$ cat config.mk
export PLATFORM = sky130hd
export DESIGN_NAME = intensity_false_color_map_flat
export DESIGN_NICKNAME = d
export VERILOG_FILES = /design/src/rtl/ifcm_pkg.sv /design/src/rtl/ifcm_if.sv /design/src/rtl/ifcm_locate.sv /design/src/rtl/ifcm_blend.sv /design/src/rtl/intensity_false_color_map.sv /design/src/flat_wrapper.sv
export SDC_FILE = /design/constraint.sdc
export NUM_CORES = 1
export LEC_CHECK = 0
export ABC_AREA = 1
export BUFFER_PORTS_ARGS = -buffer_cell sky130_fd_sc_hd__buf_4
export CORE_ASPECT_RATIO = 0.75
export CORE_MARGIN = 1.5
export CORE_UTILIZATION = 25
export CTS_CLUSTER_SIZE = 20
export DETAILED_ROUTE_END_ITERATION = 6
export GPL_ROUTABILITY_DRIVEN = 1
export PLACE_DENSITY = 0.43
export SLEW_MARGIN = 0
export SYNTH_ARGS = -nofsm -noshare
export SYNTH_HDL_FRONTEND = slang
export SYNTH_HIERARCHICAL = 1
export SYNTH_SLANG_ARGS = --single-unit
export TNS_END_PERCENT = 100
$ cat constraint.sdc
create_clock -name clock -period 6.57 [get_ports clock]
set_input_delay 1.314 -clock clock [delete_from_list [all_inputs] [get_ports clock]]
set_output_delay 1.314 -clock clock [all_outputs]
set_load 0.005 [all_outputs]
$ cat src/rtl/ifcm_pkg.sv
// ifcm_pkg: shared constants, types and segment tables of the false-color map
// no dependencies; used by the channel interfaces and every rtl module
`timescale 1ns / 1ps
package ifcm_pkg;

   localparam int INTENSITY_W             = 16;
   localparam int COLOR_W                 = 8;
   localparam int INTENSITY_FRAC_BITS_DEF = 14;

   localparam int NUM_SEGS    = 7;
   localparam int NUM_CH      = 3;
   localparam int CH_RED      = 0;
   localparam int CH_GREEN    = 1;
   localparam int CH_BLUE     = 2;
   localparam int SEG_W       = $clog2(NUM_SEGS);
   localparam int POS_W       = 5;
   localparam int SPAN_W      = 3;
   localparam int SLOPE_W     = 9;
   localparam int BASE_SPAN_W = 10;
   localparam int SCALE_W     = 20;
   localparam int Q_W         = BASE_SPAN_W + 2;
   localparam int RECIP_W     = 21;
   localparam int RECIP3       = 683;
   localparam int RECIP3_SHIFT = 11;

   typedef logic [SEG_W-1:0]          seg_idx_type;
   typedef logic [POS_W-1:0]          seg_pos_type;
   typedef logic [SPAN_W-1:0]         seg_span_type;
   typedef logic [COLOR_W-1:0]        color_type;
   typedef logic signed [SLOPE_W-1:0] slope_type;
   typedef logic [BASE_SPAN_W-1:0]    base_span_type;

   // segment start and width in twentieths of full scale
   localparam seg_pos_type SEG_START [NUM_SEGS] =
      '{5'd0, 5'd2, 5'd6, 5'd10, 5'd14, 5'd17, 5'd19};
   localparam seg_span_type SEG_SPAN [NUM_SEGS] =
      '{3'd2, 3'd4, 3'd4, 3'd4, 3'd3, 3'd2, 3'd1};

   // end colors: base plus slope over the segment, red / green / blue
   localparam color_type SEG_BASE [NUM_SEGS][NUM_CH] = '{
      '{8'd0,   8'd0,   8'd0},
      '{8'd0,   8'd20,  8'd30},
      '{8'd0,   8'd80,  8'd180},
      '{8'd80,  8'd160, 8'd255},
      '{8'd160, 8'd255, 8'd55},
      '{8'd255, 8'd255, 8'd0},
      '{8'd255, 8'd0,   8'd0}
   };
   localparam slope_type SEG_SLOPE [NUM_SEGS][NUM_CH] = '{
      '{ 9'sd0,   9'sd20,   9'sd30},
      '{ 9'sd0,   9'sd60,   9'sd150},
      '{ 9'sd80,  9'sd80,   9'sd75},
      '{ 9'sd80,  9'sd95,  -9'sd200},
      '{ 9'sd95,  9'sd0,   -9'sd55},
      '{ 9'sd0,  -9'sd128,  9'sd0},
      '{ 9'sd0,   9'sd0,    9'sd100}
   };

   function automatic base_span_type base_scaled(seg_idx_type seg, int ch);
      base_span_type r;
      r = base_span_type'(SEG_BASE[seg][ch]) * base_span_type'(SEG_SPAN[seg]);
      return r;
   endfunction

endpackage

$ cat src/rtl/ifcm_if.sv
// ifcm_req_if / ifcm_rsp_if: valid-ready channels for intensity samples and pixels
// depends on ifcm_pkg
`timescale 1ns / 1ps
interface ifcm_req_if;
   import ifcm_pkg::*;
   logic                          valid;
   logic                          ready;
   logic signed [INTENSITY_W-1:0] intensity;
   modport source (output valid, output intensity, input ready);
   modport sink   (input valid, input intensity, output ready);
endinterface

interface ifcm_rsp_if;
   import ifcm_pkg::*;
   logic      valid;
   logic      ready;
   color_type red;
   color_type green;
   color_type blue;
   modport source (output valid, output red, output green, output blue, input ready);
   modport sink   (input valid, input red, input green, input blue, output ready);
endinterface

$ cat src/rtl/ifcm_locate.sv
// ifcm_locate: clamp, scale to twentieths, segment select and offset (two stages)
// depends on ifcm_pkg
`timescale 1ns / 1ps
module ifcm_locate #(
   parameter int FRAC_BITS = ifcm_pkg::INTENSITY_FRAC_BITS_DEF
) (
   input  logic                                    clock,
   input  logic                                    reset,
   input  logic                                    in_valid,
   output logic                                    in_ready,
   input  logic signed [ifcm_pkg::INTENSITY_W-1:0] in_intensity,
   output logic                                    out_valid,
   input  logic                                    out_ready,
   output ifcm_pkg::seg_idx_type                   out_seg,
   output logic [FRAC_BITS+1:0]                    out_off
);
   import ifcm_pkg::*;

   localparam int X_W   = INTENSITY_W - 1;
   localparam int CMP_W = (SCALE_W > FRAC_BITS + POS_W) ? SCALE_W : FRAC_BITS + POS_W;
   localparam int OFF_W = FRAC_BITS + 2;
   localparam logic [CMP_W-1:0] ONE = CMP_W'(1) << FRAC_BITS;

   logic [X_W-1:0]     x;
   logic [CMP_W-1:0]   x_ext;
   logic               s1_ready;
   logic               s1_valid_ff, s1_valid_in;
   logic [SCALE_W-1:0] s1_scaled_ff, s1_scaled_in;

   logic               s2_ready;
   logic               s2_valid_ff, s2_valid_in;
   seg_idx_type        s2_seg_ff, s2_seg_in;
   logic [OFF_W-1:0]   s2_off_ff, s2_off_in;
   logic [CMP_W-1:0]   scaled_ext;

   // stage 1: clamp to 0..1.0 and scale by 20
   always_comb begin
      x_ext = CMP_W'(in_intensity[X_W-1:0]);
      if (in_intensity[INTENSITY_W-1]) begin
         x = '0;
      end else if (x_ext > ONE) begin
         x = X_W'(ONE);
      end else begin
         x = in_intensity[X_W-1:0];
      end
      s1_scaled_in = (SCALE_W'(x) << 4) + (SCALE_W'(x) << 2);
      s1_ready     = !s1_valid_ff || s2_ready;
      s1_valid_in  = s1_ready ? in_valid : s1_valid_ff;
   end

   assign in_ready = s1_ready;

   always_ff @(posedge clock) begin
      if (reset) begin
         s1_valid_ff <= 1'b0;
      end else begin
         s1_valid_ff <= s1_valid_in;
      end
      if (s1_ready && in_valid) begin
         s1_scaled_ff <= s1_scaled_in;
      end
   end

   // stage 2: count breakpoints passed, offset into segment
   always_comb begin
      scaled_ext = CMP_W'(s1_scaled_ff);
      s2_seg_in  = '0;
      for (int k = 1; k < NUM_SEGS; k++) begin
         if (scaled_ext >= (CMP_W'(SEG_START[k]) << FRAC_BITS)) begin
            s2_seg_in = s2_seg_in + 1'b1;
         end
      end
      s2_off_in   = OFF_W'(scaled_ext - (CMP_W'(SEG_START[s2_seg_in]) << FRAC_BITS));
      s2_ready    = !s2_valid_ff || out_ready;
      s2_valid_in = s2_ready ? s1_valid_ff : s2_valid_ff;
   end

   always_ff @(posedge clock) begin
      if (reset) begin
         s2_valid_ff <= 1'b0;
      end else begin
         s2_valid_ff <= s2_valid_in;
      end
      if (s2_ready && s1_valid_ff) begin
         s2_seg_ff <= s2_seg_in;
         s2_off_ff <= s2_off_in;
      end
   end

   assign out_valid = s2_valid_ff;
   assign out_seg   = s2_seg_ff;
   assign out_off   = s2_off_ff;

endmodule

$ cat src/rtl/ifcm_blend.sv
// ifcm_blend: per-channel interpolation, slope product, rescale and width divide
// depends on ifcm_pkg; three register stages, the last one drives the result
`timescale 1ns / 1ps
module ifcm_blend #(
   parameter int FRAC_BITS = ifcm_pkg::INTENSITY_FRAC_BITS_DEF
) (
   input  logic                  clock,
   input  logic                  reset,
   input  logic                  in_valid,
   output logic                  in_ready,
   input  ifcm_pkg::seg_idx_type in_seg,
   input  logic [FRAC_BITS+1:0]  in_off,
   output logic                  out_valid,
   input  logic                  out_ready,
   output ifcm_pkg::color_type   out_color [ifcm_pkg::NUM_CH]
);
   import ifcm_pkg::*;

   localparam int OFF_W  = FRAC_BITS + 2;
   localparam int PROD_W = SLOPE_W + OFF_W + 1;

   logic                     s3_ready;
   logic                     s3_valid_ff, s3_valid_in;
   seg_idx_type              s3_seg_ff;
   logic signed [PROD_W-1:0] s3_prod_ff [NUM_CH];
   logic signed [PROD_W-1:0] s3_prod_in [NUM_CH];

   logic                     s4_ready;
   logic                     s4_valid_ff, s4_valid_in;
   seg_span_type             s4_span_ff;
   logic [BASE_SPAN_W-1:0]   s4_q_ff [NUM_CH];
   logic [BASE_SPAN_W-1:0]   s4_q_in [NUM_CH];
   logic signed [PROD_W-1:0] prod_sh [NUM_CH];
   logic signed [Q_W-1:0]    q_full [NUM_CH];

   logic                     s5_ready;
   logic                     s5_valid_ff, s5_valid_in;
   color_type                s5_color_ff [NUM_CH];
   color_type                s5_color_in [NUM_CH];
   logic [RECIP_W-1:0]       third [NUM_CH];

   // stage 3: slope times offset
   always_comb begin
      for (int c = 0; c < NUM_CH; c++) begin
         s3_prod_in[c] = PROD_W'(SEG_SLOPE[in_seg][c]) * PROD_W'(signed'({1'b0, in_off}));
      end
      s3_ready    = !s3_valid_ff || s4_ready;
      s3_valid_in = s3_ready ? in_valid : s3_valid_ff;
   end

   assign in_ready = s3_ready;

   always_ff @(posedge clock) begin
      if (reset) begin
         s3_valid_ff <= 1'b0;
      end else begin
         s3_valid_ff <= s3_valid_in;
      end
      if (s3_ready && in_valid) begin
         s3_seg_ff  <= in_seg;
         s3_prod_ff <= s3_prod_in;
      end
   end

   // stage 4: base times width plus floored product over full scale
   always_comb begin
      for (int c = 0; c < NUM_CH; c++) begin
         prod_sh[c] = s3_prod_ff[c] >>> FRAC_BITS;
         q_full[c]  = Q_W'(signed'({1'b0, base_scaled(s3_seg_ff, c)})) + Q_W'(prod_sh[c]);
         s4_q_in[c] = q_full[c][BASE_SPAN_W-1:0];
      end
      s4_ready    = !s4_valid_ff || s5_ready;
      s4_valid_in = s4_ready ? s3_valid_ff : s4_valid_ff;
   end

   always_ff @(posedge clock) begin
      if (reset) begin
         s4_valid_ff <= 1'b0;
      end else begin
         s4_valid_ff <= s4_valid_in;
      end
      if (s4_ready && s3_valid_ff) begin
         s4_span_ff <= SEG_SPAN[s3_seg_ff];
         s4_q_ff    <= s4_q_in;
      end
   end

   // stage 5: divide by segment width, reciprocal multiply for three
   always_comb begin
      for (int c = 0; c < NUM_CH; c++) begin
         third[c] = (RECIP_W'(s4_q_ff[c]) * RECIP_W'(RECIP3)) >> RECIP3_SHIFT;
         case (s4_span_ff)
            3'd1:    s5_color_in[c] = COLOR_W'(s4_q_ff[c]);
            3'd2:    s5_color_in[c] = COLOR_W'(s4_q_ff[c] >> 1);
            3'd3:    s5_color_in[c] = COLOR_W'(third[c]);
            3'd4:    s5_color_in[c] = COLOR_W'(s4_q_ff[c] >> 2);
            default: s5_color_in[c] = COLOR_W'(s4_q_ff[c]);
         endcase
      end
      s5_ready    = !s5_valid_ff || out_ready;
      s5_valid_in = s5_ready ? s4_valid_ff : s5_valid_ff;
   end

   always_ff @(posedge clock) begin
      if (reset) begin
         s5_valid_ff <= 1'b0;
      end else begin
         s5_valid_ff <= s5_valid_in;
      end
      if (s5_ready && s4_valid_ff) begin
         s5_color_ff <= s5_color_in;
      end
   end

   assign out_valid = s5_valid_ff;
   assign out_color = s5_color_ff;

endmodule

$ cat src/rtl/intensity_false_color_map.sv
// intensity_false_color_map: top level, intensity sample in, false-color pixel out
// depends on ifcm_pkg, ifcm_req_if, ifcm_rsp_if, ifcm_locate, ifcm_blend
//
//   channel  direction  payload                     transaction
//   req_ch   in         intensity (16b signed)      valid && ready
//   rsp_ch   out        red, green, blue (8b each)  valid && ready
//
// one transaction per cycle when nothing stalls; five register stages, and the result
// is registered in the last one
// one stage each for clamp and scale, segment select, slope multiply, rescale
// and width divide
// reset clears the stage valid bits only
// each stage holds while the next one is full and stalled, so bubbles still fill under a stall
`timescale 1ns / 1ps
module intensity_false_color_map #(
   parameter int INTENSITY_FRAC_BITS = ifcm_pkg::INTENSITY_FRAC_BITS_DEF
) (
   input logic         clock,
   input logic         reset,
   ifcm_req_if.sink    req_ch,
   ifcm_rsp_if.source  rsp_ch
);
   import ifcm_pkg::*;

   logic                           mid_valid;
   logic                           mid_ready;
   seg_idx_type                    mid_seg;
   logic [INTENSITY_FRAC_BITS+1:0] mid_off;
   color_type                      color [NUM_CH];

   ifcm_locate #(.FRAC_BITS(INTENSITY_FRAC_BITS)) u_locate (
      .clock        (clock),
      .reset        (reset),
      .in_valid     (req_ch.valid),
      .in_ready     (req_ch.ready),
      .in_intensity (req_ch.intensity),
      .out_valid    (mid_valid),
      .out_ready    (mid_ready),
      .out_seg      (mid_seg),
      .out_off      (mid_off)
   );

   ifcm_blend #(.FRAC_BITS(INTENSITY_FRAC_BITS)) u_blend (
      .clock     (clock),
      .reset     (reset),
      .in_valid  (mid_valid),
      .in_ready  (mid_ready),
      .in_seg    (mid_seg),
      .in_off    (mid_off),
      .out_valid (rsp_ch.valid),
      .out_ready (rsp_ch.ready),
      .out_color (color)
   );

   assign rsp_ch.red   = color[CH_RED];
   assign rsp_ch.green = color[CH_GREEN];
   assign rsp_ch.blue  = color[CH_BLUE];

   a_mid_hold: assert property (@(posedge clock) disable iff (reset)
      mid_valid && !mid_ready |=> mid_valid && $stable(mid_seg) && $stable(mid_off))
      else $error("segment stage lost or changed a stalled transaction");

   a_seg_range: assert property (@(posedge clock) disable iff (reset)
      mid_valid |-> mid_seg < SEG_W'(NUM_SEGS))
      else $error("segment index out of range");

   a_red_tint: assert property (@(posedge clock) disable iff (reset)
      rsp_ch.valid && rsp_ch.red == 8'd255 |-> rsp_ch.blue <= 8'd100)
      else $error("saturated red with too much blue");

endmodule
$ cat src/flat_wrapper.sv
// flat-port wrapper written by rule: the top's interface ports become plain ports
module intensity_false_color_map_flat import ifcm_pkg::*;
#(
   parameter int INTENSITY_FRAC_BITS = ifcm_pkg::INTENSITY_FRAC_BITS_DEF
)
  (clock, reset, req_ch_valid, req_ch_intensity, req_ch_ready, rsp_ch_valid, rsp_ch_red, rsp_ch_green, rsp_ch_blue, rsp_ch_ready);
  ifcm_req_if req_ch_i ();
  ifcm_rsp_if rsp_ch_i ();
  input logic clock;
  input logic reset;
  input wire logic [$bits(req_ch_i.valid)-1:0] req_ch_valid;
  input wire logic [$bits(req_ch_i.intensity)-1:0] req_ch_intensity;
  output wire logic [$bits(req_ch_i.ready)-1:0] req_ch_ready;
  output wire logic [$bits(rsp_ch_i.valid)-1:0] rsp_ch_valid;
  output wire logic [$bits(rsp_ch_i.red)-1:0] rsp_ch_red;
  output wire logic [$bits(rsp_ch_i.green)-1:0] rsp_ch_green;
  output wire logic [$bits(rsp_ch_i.blue)-1:0] rsp_ch_blue;
  input wire logic [$bits(rsp_ch_i.ready)-1:0] rsp_ch_ready;
  assign req_ch_i.valid = req_ch_valid;
  assign req_ch_i.intensity = req_ch_intensity;
  assign req_ch_ready = req_ch_i.ready;
  assign rsp_ch_valid = rsp_ch_i.valid;
  assign rsp_ch_red = rsp_ch_i.red;
  assign rsp_ch_green = rsp_ch_i.green;
  assign rsp_ch_blue = rsp_ch_i.blue;
  assign rsp_ch_i.ready = rsp_ch_ready;
  intensity_false_color_map #(.INTENSITY_FRAC_BITS(INTENSITY_FRAC_BITS)) u_core (.clock(clock), .reset(reset), .req_ch(req_ch_i), .rsp_ch(rsp_ch_i));
endmodule
After elaboration in Yosys (flattened, before gate mapping)
Memories as Yosys holds them, arrays and structs flattened. Index checks and enable logic that the tools add are counted.

Word-level logic and storage cells: 92. Memories: 4. Output and inout port bits: 26. Flip-flop bits (word level): 176. Input port bits: 20. ROM bits: 472.

Multipliers: 9. Muxes and demuxes: 19. $add $sub $neg: 10. Bitwise gates (word level): 3. Reductions and logical operators: 15. Equality and inequality tests: 3. Magnitude comparators: 10.

Memories: (no name shown) (depth 8, bits a word 27, read ports 1, clocked after memory_dff 0, write ports 0, RTL line ifcm_blend.sv:45) `s3_prod_in[c] = PROD_W'(SEG_SLOPE[in_seg][c]) * PROD_W'(signed'({1'b0, in_off}));`; (no name shown) (depth 8, bits a word 24, read ports 1, clocked after memory_dff 0, write ports 0, RTL line ifcm_pkg.sv:61) `r = base_span_type'(SEG_BASE[seg][ch]) * base_span_type'(SEG_SPAN[seg]);`; (no name shown) (depth 8, bits a word 5, read ports 1, clocked after memory_dff 0, write ports 0, RTL line ifcm_locate.sv:73) `s2_off_in = OFF_W'(scaled_ext - (CMP_W'(SEG_START[s2_seg_in]) << FRAC_BITS));`; (no name shown) (depth 8, bits a word 3, read ports 1, clocked after memory_dff 0, write ports 0, RTL line ifcm_blend.sv:83) `s4_span_ff <= SEG_SPAN[s3_seg_ff];`.

Operator list (count): multiplier 9 x 17 -> 24 bit (3); one-hot mux 8 bit (3 select lines) (3); multiplier 10 x 10 -> 19 bit, second input constant (3); 2-to-1 mux 27 bit (2); 2-to-1 mux 24 bit (2); >= comparator 20 x 18 -> 1 bit, second input constant (2); >= comparator 20 x 19 -> 1 bit, second input constant (2); adder 10 bit (3); multiplier 8 x 3 -> 10 bit (3); 2-to-1 mux 15 bit (2); 2-to-1 mux 3 bit (7); adder 19 x 17 -> 20 bit (1); >= comparator 20 x 16 -> 1 bit, second input constant (1); >= comparator 20 x 17 -> 1 bit, second input constant (1); subtractor 16 bit (1); adder 3 x 1 -> 3 bit, second input constant (5); > comparator 15 bit, second input constant (1); >= comparator 4 bit, second input constant (3); inverter 3 -> 4 bit (3); == test 3 x 2 -> 1 bit, second input constant (2); logical AND 1 bit (5); zero test 1 bit (5); logical OR 1 bit (5); 2-to-1 mux 2 bit (2); other kinds (2) (2).

Longest topological paths before layout
Gate-level depths: netlist (run 1).

Depth in word-level cells: 17. Depth in mapped cells: 30.

Modules after synthesis
The synthesis (run 1) kept the hierarchy.

By module, submodules not included: ifcm_blend (times used 1, area each 23139.7 um^2, cells each 2817, sequential area each 2762.6 um^2); ifcm_locate (times used 1, area each 2542.4 um^2, cells each 279, sequential area each 1091.0 um^2).

Worst setup path before layout (run 1)
OpenSTA, ideal clock, no wires.

Path kind: reg-to-reg. Start: register u_core.u_locate.s2_seg_ff[2], in the netlist u_core/u_locate/out_seg[2]. End: register u_core.u_blend.s3_prod_ff, in the netlist u_core/u_blend/prod_sh[9] (data pin). Setup slack: 1.256 ns. Cell stages (with the launch flop): 29. Library setup time: 0.252 ns. Arrival time: 5.062 ns. Buffers on the path: 2. Data required time: 6.318 ns. Path through: edfxtp_1 buf_2 inv_4 nand2_2 inv_2 nor2_4 inv_2 nor2_1 buf_2 nand2_1 fa_1 inv_1 fa_1 fa_1 fa_1 inv_1 fa_1 inv_1 ha_1 nand2_1 nand2_1 nand2_1 nand2_1 a211oi_1 nand2_1 nand2_1 nand2_1 nand2_1 nand2_1.

RTL lines: from (decl) (RTL line ifcm_locate.sv:32) `seg_idx_type s2_seg_ff, s2_seg_in;`; from (signal assigned) (RTL line ifcm_locate.sv:85) `s2_seg_ff <= s2_seg_in;`; to (signal assigned) (RTL line ifcm_blend.sv:61) `s3_prod_ff <= s3_prod_in;`; to (decl) (RTL line ifcm_blend.sv:25) `logic signed [PROD_W-1:0] s3_prod_ff [NUM_CH];`.

==> summary.md, run 1 <==
| Metric | Value |
|---|---|
| Crit path time final | `5730 ps` |
| Initial antenna violation count | `0` |
| Fin. max-slew vios | `0` |
| VDD IR max | `0.000412 V` |
| Worst slew margin | `40.7%` |
| Vias in the first global route | `20518` |
| Placer Congestion | `0.904` |
| CTS buffer count | `17` |
| FF-to-FF path depth | `26` |
| Mapped Cells | `3096` |
| Routed wire length | `72.5 mm` |
| DRC Markers | `0` |
| # hold bufs at CTS | `0` |
| Gates resized, CTS repair | `0` |
| CTS sink count | `130` |
| Share of the synthesized area in the top cell type | `26.5%` |
| Crit path kind | `flip-flop to flip-flop` |
| Worst min path class | `flip-flop to flip-flop` |
| Layout overhead on the synthesized area | `10.6%` |
| EDFF count, synth | `125` |
| Cell Area, Synth | `0.0257 sq mm` |
| Setup violations, final | `0` |
| Ys flop type | `edfxtp_1` |
| FF+latch count, synth | `130` |
| Antenna Nets Post-Route | `0` |
| Slack of the worst reg-to-reg path | `840 ps` |
| Final worst path period share | `87.2%` |
| Overall power | `13.2 mW` |
| Post-route setup slack | `843 ps` |
| Reg2reg start | `u_core/u_locate/out_seg[2]` |
| Worst slack at placement | `843 ps` |
| Avg Cell Area, Syn | `8.30 sq um` |
| Core area | `0.101 sq mm` |
| Skew final | `16.5 ps` |
| Vias | `19812` |
| N_diodes | `0` |
| Crit. End Element | `flip-flop` |
| CP startpoint kind | `flip-flop` |
| Seq/Total Area, Yosys | `15.0%` |
| Root buffer cell | `clkbuf_16` |
| Post-synth ARST share | `0%` |
| Area after DPL | `0.0278 sq mm` |
| Crit Path Max Fanout | `16` |
| GR Overflow Total | `0` |
| Setup TNS | `0 ps` |
| Die footprint | `0.105 sq mm` |
| DP HPWL | `61.7 mm` |
| Design area | `0.0284 sq mm` |
| Vias/cell | `4.40` |
| TritonCTS clock tree | `yes` |
| Worst hold margin | `418 ps` |
| Max H-tree Level | `4` |
| Clock buffer depth | `2` |
| R2R Path End | `u_core/u_blend/prod_sh[9]` |
| Fillers | `11000` |
| Setup Buffers After CTS | `0` |
| Max Cap Violations | `0` |
| Crit. Startpoint | `u_core/u_locate/out_seg[2]` |
| Die Height | `281 microns` |
| I/O pins | `46` |
| Crit path required time | `6820 ps` |
| RSZ-0062 raised after global routing | `no` |
| Wirelength per Cell | `16.1 microns` |
| Row count | `101` |
| Clk slew on worst S/H paths | `70 ps` |
| Initial DRT Pass Iterations | `5` |
| Crit path capture | `u_core/u_blend/prod_sh[9]` |
| Area contributors post-synth | `fa_1 (27%), ha_1 (20%), edfxtp_1 (15%), inv_1 (8.7%), nand2_1 (8.5%)` |
| Fraction of layout cells with a size suffix above 1 | `5.72%` |
| Die X-Extent | `373 microns` |
| Worst-Skew Late Latency | `490 ps` |
| DRT iter0 DRCs | `1196` |
| First-pass GRT wire length | `117 mm` |
| Fmax | `0.175 GHz` |
| Outcome | `finished clean` |
| Hold Fails Final Rpt | `0` |
| Largest net degree at the start of global routing | `34` |
| Overall Global Routing Usage | `14.4%` |
| Warnings from Yosys | `6` |
| Power density over the cells | `464 mW/mm^2` |
| Arrival @ worst endpoint | `5980 ps` |
| Synth area leader | `fa_1` |
| Fin nets | `3928` |
| IO Port Bufs | `45` |
| Static Leak | `14.9 nW` |
| Effective utilization at floorplan | `25.3%` |
| Count of cell types in the netlist | `49` |
| Worst Tran Pin Value | `890 ps` |
sequential cells by signal, summed over array words and instances, names as in the netlist:
signal / cells
u_core/u_blend/out_color: 24
u_core/u_blend/out_valid: 1
u_core/u_blend/prod_sh: 30
u_core/u_blend/s3_seg_ff: 3
u_core/u_blend/s3_valid_ff: 1
u_core/u_blend/s4_q_ff: 30
u_core/u_blend/s4_span_ff: 3
u_core/u_blend/s4_valid_ff: 1
u_core/u_locate/out_off: 14
u_core/u_locate/out_seg: 3
u_core/u_locate/out_valid: 1
u_core/u_locate/s1_scaled_ff: 18
u_core/u_locate/s1_valid_ff: 1
area by class of cell:
type	count	area [sq um]	area share [%]
well taps	1339	1680	5.90
flip-flops and latches	130	3850	13.6
clock buffers	18	429	1.51
clock inverters	14	154	0.542
inverters	616	2320	8.16
multi-input cells	2301	19300	68.1
repair buffers	85	638	2.25
cell usage in the layout (no fill, tap or decap), types with 17 or more instances in the layout:
cell type,n
buf_4,85
clkbuf_16,17
xor2_1,53
xnor2_1,23
nor2_1,335
nand4_1,48
edfxtp_1,125
inv_1,598
nor3_1,24
nand2_1,582
fa_1,340
ha_1,417
nand3_1,134
a21oi_1,147
o21ai_0,56
cells in the mapped netlist (14+ instances only):
cell type,n
xor2_1,53
inv_1,598
a21oi_1,150
ha_1,417
nand3_1,134
a21o_1,14
nand4_1,48
nand2_2,14
nor3_1,24
edfxtp_1,125
clkbuf_1,42
o21ai_0,56
nand2_1,582
nor2_1,337
xnor2_1,23
fa_1,340
where the power goes:
group / switching, mW / internal (mW) / leakage (nW) / total (mW)
logic: 6.81 / 3.99 / 13.5 / 10.8
clock network: 0.445 / 0.562 / 0.278 / 1.01
registers: 0.105 / 1.28 / 1.19 / 1.39
total: 7.36 / 5.83 / 14.9 / 13.2
per-stage QoR:
| stage | util, % | std cells |
|---|---|---|
| 2_1_floorplan | - | 3099 |
| 3_3_place_gp | 27.4 | 4471 |
| 3_5_place_dp | 27.4 | 4471 |
| 4_1_cts | 28.0 | 4503 |
| 5_1_grt | 28.0 | 4503 |
| 6_report | 28.0 | 4503 |
how the worst min path moves through the flow:
stage / start / endpoint / slack [ps] / depth (start not counted)
5_1_grt: u_core/u_locate/s1_scaled_ff[13] / u_core/u_locate/out_off[13] / 430 / 0
2_1_floorplan: u_core/u_locate/s1_scaled_ff[10] / u_core/u_locate/out_off[10] / 400 / 0
6_report: u_core/u_locate/s1_scaled_ff[13] / u_core/u_locate/out_off[13] / 420 / 0
4_1_cts: u_core/u_locate/s1_scaled_ff[13] / u_core/u_locate/out_off[13] / 420 / 0
3_5_place_dp: u_core/u_locate/s1_scaled_ff[13] / u_core/u_locate/out_off[13] / 400 / 0
3_3_place_gp: u_core/u_locate/s1_scaled_ff[3] / u_core/u_locate/out_off[3] / 400 / 0
worst max-delay path: stages, from the launching register on:
cell      delay, ps
edfxtp_1        470
inv_4           110
nand2_2          80
inv_2            50
nor2_4          300
inv_2            90
nor2_1          380
nand2_1         160
fa_1            560
inv_1            60
fa_1            480
fa_1            510
fa_1            490
inv_1            50
fa_1            490
inv_1            40
ha_1            330
nand2_1          90
nand2_1          50
nand2_1          50
nand2_1          50
a211oi_1        200
nand2_1         140
nand2_1         100
nand2_1          50
nand2_1          60
nand2_1          40
routing by layer:
metal  wire length (microns)  GRT usage [%]
met5                       0              0
met4                     939           2.62
met3                    4030           3.33
met2                   28700           20.7
met1                   38900           21.6
cells by family after synthesis:
family                   share of synthesized area, %
adder cells (fa/ha/maj)                          46.8
buffers and inverters                            9.85
other                                          0.0292
XOR/XNOR                                         2.59
AND/OR/NAND/NOR                                  19.9
flip-flops                                       15.0
AO/OA/AOI/OAI                                    5.80
No activity file was read; power rests on OpenSTA's default activity.
==> run 2: changes to the inputs <==
- CORE_MARGIN: 1.5 -> 4
- SKIP_LAST_GASP: default -> 1
==> summary.md, run 2 (synthesis gave the netlist of run 1 again) <==
| Metric | Value |
|---|---|
| Max Cap Violations | `0` |
| Vias/cell | `4.41` |
| Worst min path class | `flip-flop to flip-flop` |
| Gates resized, CTS repair | `0` |
| Outcome | `finished clean` |
| Setup TNS | `0 ps` |
| Slack of the worst reg-to-reg path | `850 ps` |
| R2R Path End | `u_core/u_blend/prod_sh[9]` |
| Fraction of layout cells with a size suffix above 1 | `5.27%` |
| Worst slew margin | `33.0%` |
| Core area | `0.102 sq mm` |
| Arrival @ worst endpoint | `5970 ps` |
| TritonCTS clock tree | `yes` |
| Fin. max-slew vios | `0` |
| Root buffer cell | `clkbuf_16` |
| Crit path time final | `5720 ps` |
| Commonest cells after routing, fill and taps aside | `inv_1 (598), nand2_1 (582), ha_1 (417)` |
| Vias in the first global route | `20469` |
| Reg2reg start | `u_core/u_locate/out_seg[2]` |
| Inst Count DP | `4461` |
| Antenna Nets Post-Route | `0` |
| Vias | `19813` |
| FF/Latch Area | `0.00385 sq mm` |
| I/O pins | `46` |
| Commonest non-fill, non-tap cell in the layout | `inv_1` |
| Placer Congestion | `0.881` |
| Overall Global Routing Usage | `14.0%` |
| Fmax | `0.175 GHz` |
| Initial DRT Pass Iterations | `5` |
| Routed wire length | `72.8 mm` |
| Crit path required time | `6820 ps` |
| Worst Tran Pin Value | `1000 ps` |
| DP HPWL | `62.1 mm` |
| Crit. End Element | `flip-flop` |
| CP startpoint kind | `flip-flop` |
| Largest net degree at the start of global routing | `34` |
| WL met3 | `3.60 mm` |
| DRC Markers | `0` |
| Static Leak | `14.9 nW` |
| Die footprint | `0.108 sq mm` |
| Crit Path Max Fanout | `16` |
| Post-Route M1 WL | `40.5 mm` |
| Row count | `101` |
| Overall power | `13.2 mW` |
| Crit path capture | `u_core/u_blend/prod_sh[9]` |
| Power density over the cells | `466 mW/mm^2` |
| Max H-tree Level | `4` |
| IO Port Bufs | `45` |
| Fillers | `11144` |
| Clock buffer depth | `2` |
| Layout overhead on the synthesized area | `10.3%` |
| Crit. Startpoint | `u_core/u_locate/out_seg[2]` |
| Die Height | `286 microns` |
| Crit path kind | `flip-flop to flip-flop` |
| Setup violations, final | `0` |
| Area taken by multi-input logic gates | `0.0193 sq mm` |
| Worst hold margin | `419 ps` |
| Clk slew on worst S/H paths | `60 ps` |
| Highest metal used | `met4` |
| CTS buffer count | `17` |
| Worst-Skew Late Latency | `500 ps` |
| Effective utilization at floorplan | `25.3%` |
| Die X-Extent | `378 microns` |
| CTS sink count | `130` |
| VDD IR max | `0.000441 V` |
| Hold Fails Final Rpt | `0` |
| Skew final | `16.5 ps` |
| Met2 WL | `27.6 mm` |
| RSZ-0062 raised after global routing | `no` |
| Setup Buffers After CTS | `0` |
| # hold bufs at CTS | `0` |
| Wirelength per Cell | `16.2 microns` |
| DRT iter0 DRCs | `1380` |
| First-pass GRT wire length | `117 mm` |
| GR Overflow Total | `0` |
| Post-Layout Cell Count | `4492` |
| Fin nets | `3918` |
| Final worst path period share | `87.1%` |
| Initial antenna violation count | `0` |
| FF-to-FF path depth | `26` |
[run 2: worst min path at each step]
stage,startpoint,endpoint,slack (ps),cells after the start
global placement,u_core/u_locate/s1_scaled_ff[4],u_core/u_locate/out_off[4],400,0
global route,u_core/u_locate/s1_scaled_ff[6],u_core/u_locate/out_off[6],420,0
detailed placement,u_core/u_locate/s1_scaled_ff[5],u_core/u_locate/out_off[5],410,0
finish,u_core/u_locate/s1_scaled_ff[6],u_core/u_locate/out_off[6],420,0
floorplan,u_core/u_locate/s1_scaled_ff[10],u_core/u_locate/out_off[10],400,0
CTS,u_core/u_locate/s1_scaled_ff[6],u_core/u_locate/out_off[6],420,0
[run 2: power by group]
part / switching, mW / total [mW] / internal [mW]
clock network: 0.398 / 0.984 / 0.586
registers: 0.126 / 1.41 / 1.28
logic: 6.83 / 10.8 / 3.99
total: 7.35 / 13.2 / 5.86
[run 2: cell type report]
cell class	instances	share of cell area [%]
tap	1339	5.91
clock buffer	19	1.53
sequential	130	13.6
antenna	1	0.00883
timing repair buffer	75	1.99
multi-input combinational	2301	68.3
inverter	616	8.18
clock inverter	11	0.495
[run 2: stage by stage]
stage	util [%]	cell area, sq um	worst slack, ps
2_1_floorplan	-	25700	1260
5_1_grt	27.9	28300	435
3_3_place_gp	27.3	27800	888
4_1_cts	27.9	28300	872
3_5_place_dp	27.3	27800	880
6_report	27.9	28300	849
[run 2: critical path: stages (launching register included)]
cell and delay (ps):
edfxtp_1 490, inv_4 110, nand2_2 90, inv_2 40
nor2_4 300, inv_2 90, nor2_1 350, nand2_1 150
fa_1 560, inv_1 50, fa_1 480, fa_1 500
fa_1 490, inv_1 50, fa_1 490, inv_1 40
ha_1 320, nand2_1 90, nand2_1 50, nand2_1 60
nand2_1 50, a211oi_1 200, nand2_1 160, nand2_1 110
nand2_1 50, nand2_1 60, nand2_1 40
[run 2: routing by layer]
layer / track usage [%] / vias to the layer above
met3: 2.75 / 49
met5: 0 / -
met1: 22.4 / 9461
met2: 19.0 / 380
met4: 3.02 / 0
li1: - / 9923
==> run 3: changes to the inputs <==
- clock period: 6.57 -> 7.4 ns (I/O delays scaled with it)
==> summary.md, run 3 (synthesis gave the netlist of run 1 again) <==
| Metric | Value |
|---|---|
| Outcome | `finished clean` |
| N_diodes | `0` |
| Die X-Extent | `378 microns` |
| FF/Latch Area | `0.00385 sq mm` |
| Setup Buffers After CTS | `0` |
| Setup violations, final | `0` |
| Initial antenna violation count | `0` |
| Placer Congestion | `0.888` |
| Layout overhead on the synthesized area | `10.2%` |
| Effective utilization at floorplan | `25.3%` |
| Worst Tran Pin Value | `1010 ps` |
| CTS sink count | `130` |
| Core area | `0.102 sq mm` |
| Row count | `101` |
| Fmax | `0.166 GHz` |
| Routed wire length | `72.4 mm` |
| Max Cap Violations | `0` |
| Clk slew on worst S/H paths | `70 ps` |
| Commonest non-fill, non-tap cell in the layout | `inv_1` |
| Die footprint | `0.108 sq mm` |
| Power density over the cells | `419 mW/mm^2` |
| Worst slack at placement | `1420 ps` |
| Crit path required time | `7660 ps` |
| # hold bufs at CTS | `0` |
| Crit path time final | `6030 ps` |
| Worst-Skew Late Latency | `510 ps` |
| Initial DRT Pass Iterations | `5` |
| Max H-tree Level | `4` |
| Vias | `19890` |
| Crit. Startpoint | `u_core/u_locate/out_seg[2]` |
| First-pass GRT wire length | `117 mm` |
| Clock buffer depth | `2` |
| Gates resized, CTS repair | `0` |
| Vias/cell | `4.44` |
| Largest net degree at the start of global routing | `34` |
| Static Leak | `14.9 nW` |
| CTS buffer count | `17` |
| Largest stage delay, worst path | `550 ps` |
| Area taken by multi-input logic gates | `0.0193 sq mm` |
| CP startpoint kind | `flip-flop` |
| Fraction of layout cells with a size suffix above 1 | `5.00%` |
| I/O pins | `46` |
| Die Height | `286 microns` |
| Skew final | `15.4 ps` |
| Arrival @ worst endpoint | `6290 ps` |
| Final worst path period share | `81.5%` |
| Reg2reg start | `u_core/u_locate/out_seg[2]` |
| RSZ-0062 raised after global routing | `no` |
| Antenna Nets Post-Route | `0` |
| Vias in the first global route | `20290` |
| Wirelength per Cell | `16.2 microns` |
| Hold Fails Final Rpt | `0` |
| Setup TNS | `0 ps` |
| Fin. max-slew vios | `0` |
| DP HPWL | `61.5 mm` |
| Hold path start | `u_core/u_locate/s1_scaled_ff[10]` |
| Post-route setup slack | `1370 ps` |
| TritonCTS clock tree | `yes` |
| Worst slew margin | `32.7%` |
| IO Port Bufs | `45` |
| Commonest cells after routing, fill and taps aside | `inv_1 (598), nand2_1 (582), ha_1 (417)` |
| GR Overflow Total | `0` |
| DRT iter0 DRCs | `1305` |
| Overall Global Routing Usage | `13.9%` |
| Fin nets | `3904` |
| Crit Path Max Fanout | `20` |
| Crit. End Element | `flip-flop` |
| Fillers | `11207` |
| VDD IR max | `0.000359 V` |
| Worst min path class | `flip-flop to flip-flop` |
| Crit path kind | `flip-flop to flip-flop` |
| Root buffer cell | `clkbuf_16` |
| DRC Markers | `0` |
| CP max stage cell | `fa_1` |
| CP dominant cell by count | `nand2_1` |
run 3: final cells by class:
| type | count | area share (%) |
|---|---|---|
| multi-input combinational | 2301 | 68.3 |
| clock buffer | 17 | 1.50 |
| sequential | 130 | 13.6 |
| clock inverter | 15 | 0.805 |
| tap | 1339 | 5.92 |
| inverter | 616 | 8.19 |
| timing repair buffer | 61 | 1.62 |
run 3: path summary, 6_finish.rpt:
| kind | slack, ps | to | cells after the start |
|---|---|---|---|
| worst max-delay path | 1370 | u_core/u_blend/prod_sh[9] | 28 |
| worst min-delay path | 410 | u_core/u_locate/out_off[10] | 0 |
| worst max register to register | 1370 | u_core/u_blend/prod_sh[9] | 28 |
| worst min register to register | 410 | u_core/u_locate/out_off[10] | 0 |
run 3: worst max-delay path, delay by kind of cell, from the launching register on:
| family | cells | cell delay, ps |
|---|---|---|
| and+or+nand+nor | 13 | 1520 |
| AOI/OAI and AO/OA | 1 | 190 |
| DFF | 1 | 320 |
| buffers and inverters | 8 | 880 |
| adders and majority gates | 6 | 2840 |
run 3: report_power, final:
part | switching (mW) | total, mW | internal, mW
clock | 0.388 | 0.987 | 0.599
combinational | 6.08 | 9.62 | 3.54
sequential | 0.122 | 1.26 | 1.14
total | 6.59 | 11.9 | 5.28
run 3: metal layers:
metal	track usage (%)	vias up	routed length, microns
met5	0	-	0
met4	2.83	0	975
met3	2.01	45	3200
met2	19.0	407	27600
met1	22.7	9563	40600
li1	-	9875	-
run 3: per-stage QoR:
step	cell area [sq um]	std cells	hold slack (ps)	util, %	total power [mW]
2_1_floorplan	25700	3099	400	-	8.36
3_3_place_gp	27600	4447	405	27.2	10.9
3_5_place_dp	27600	4447	408	27.2	10.8
4_1_cts	28300	4479	414	27.9	11.9
5_1_grt	28300	4479	417	27.9	13.6
6_report	28300	4479	411	27.9	11.9
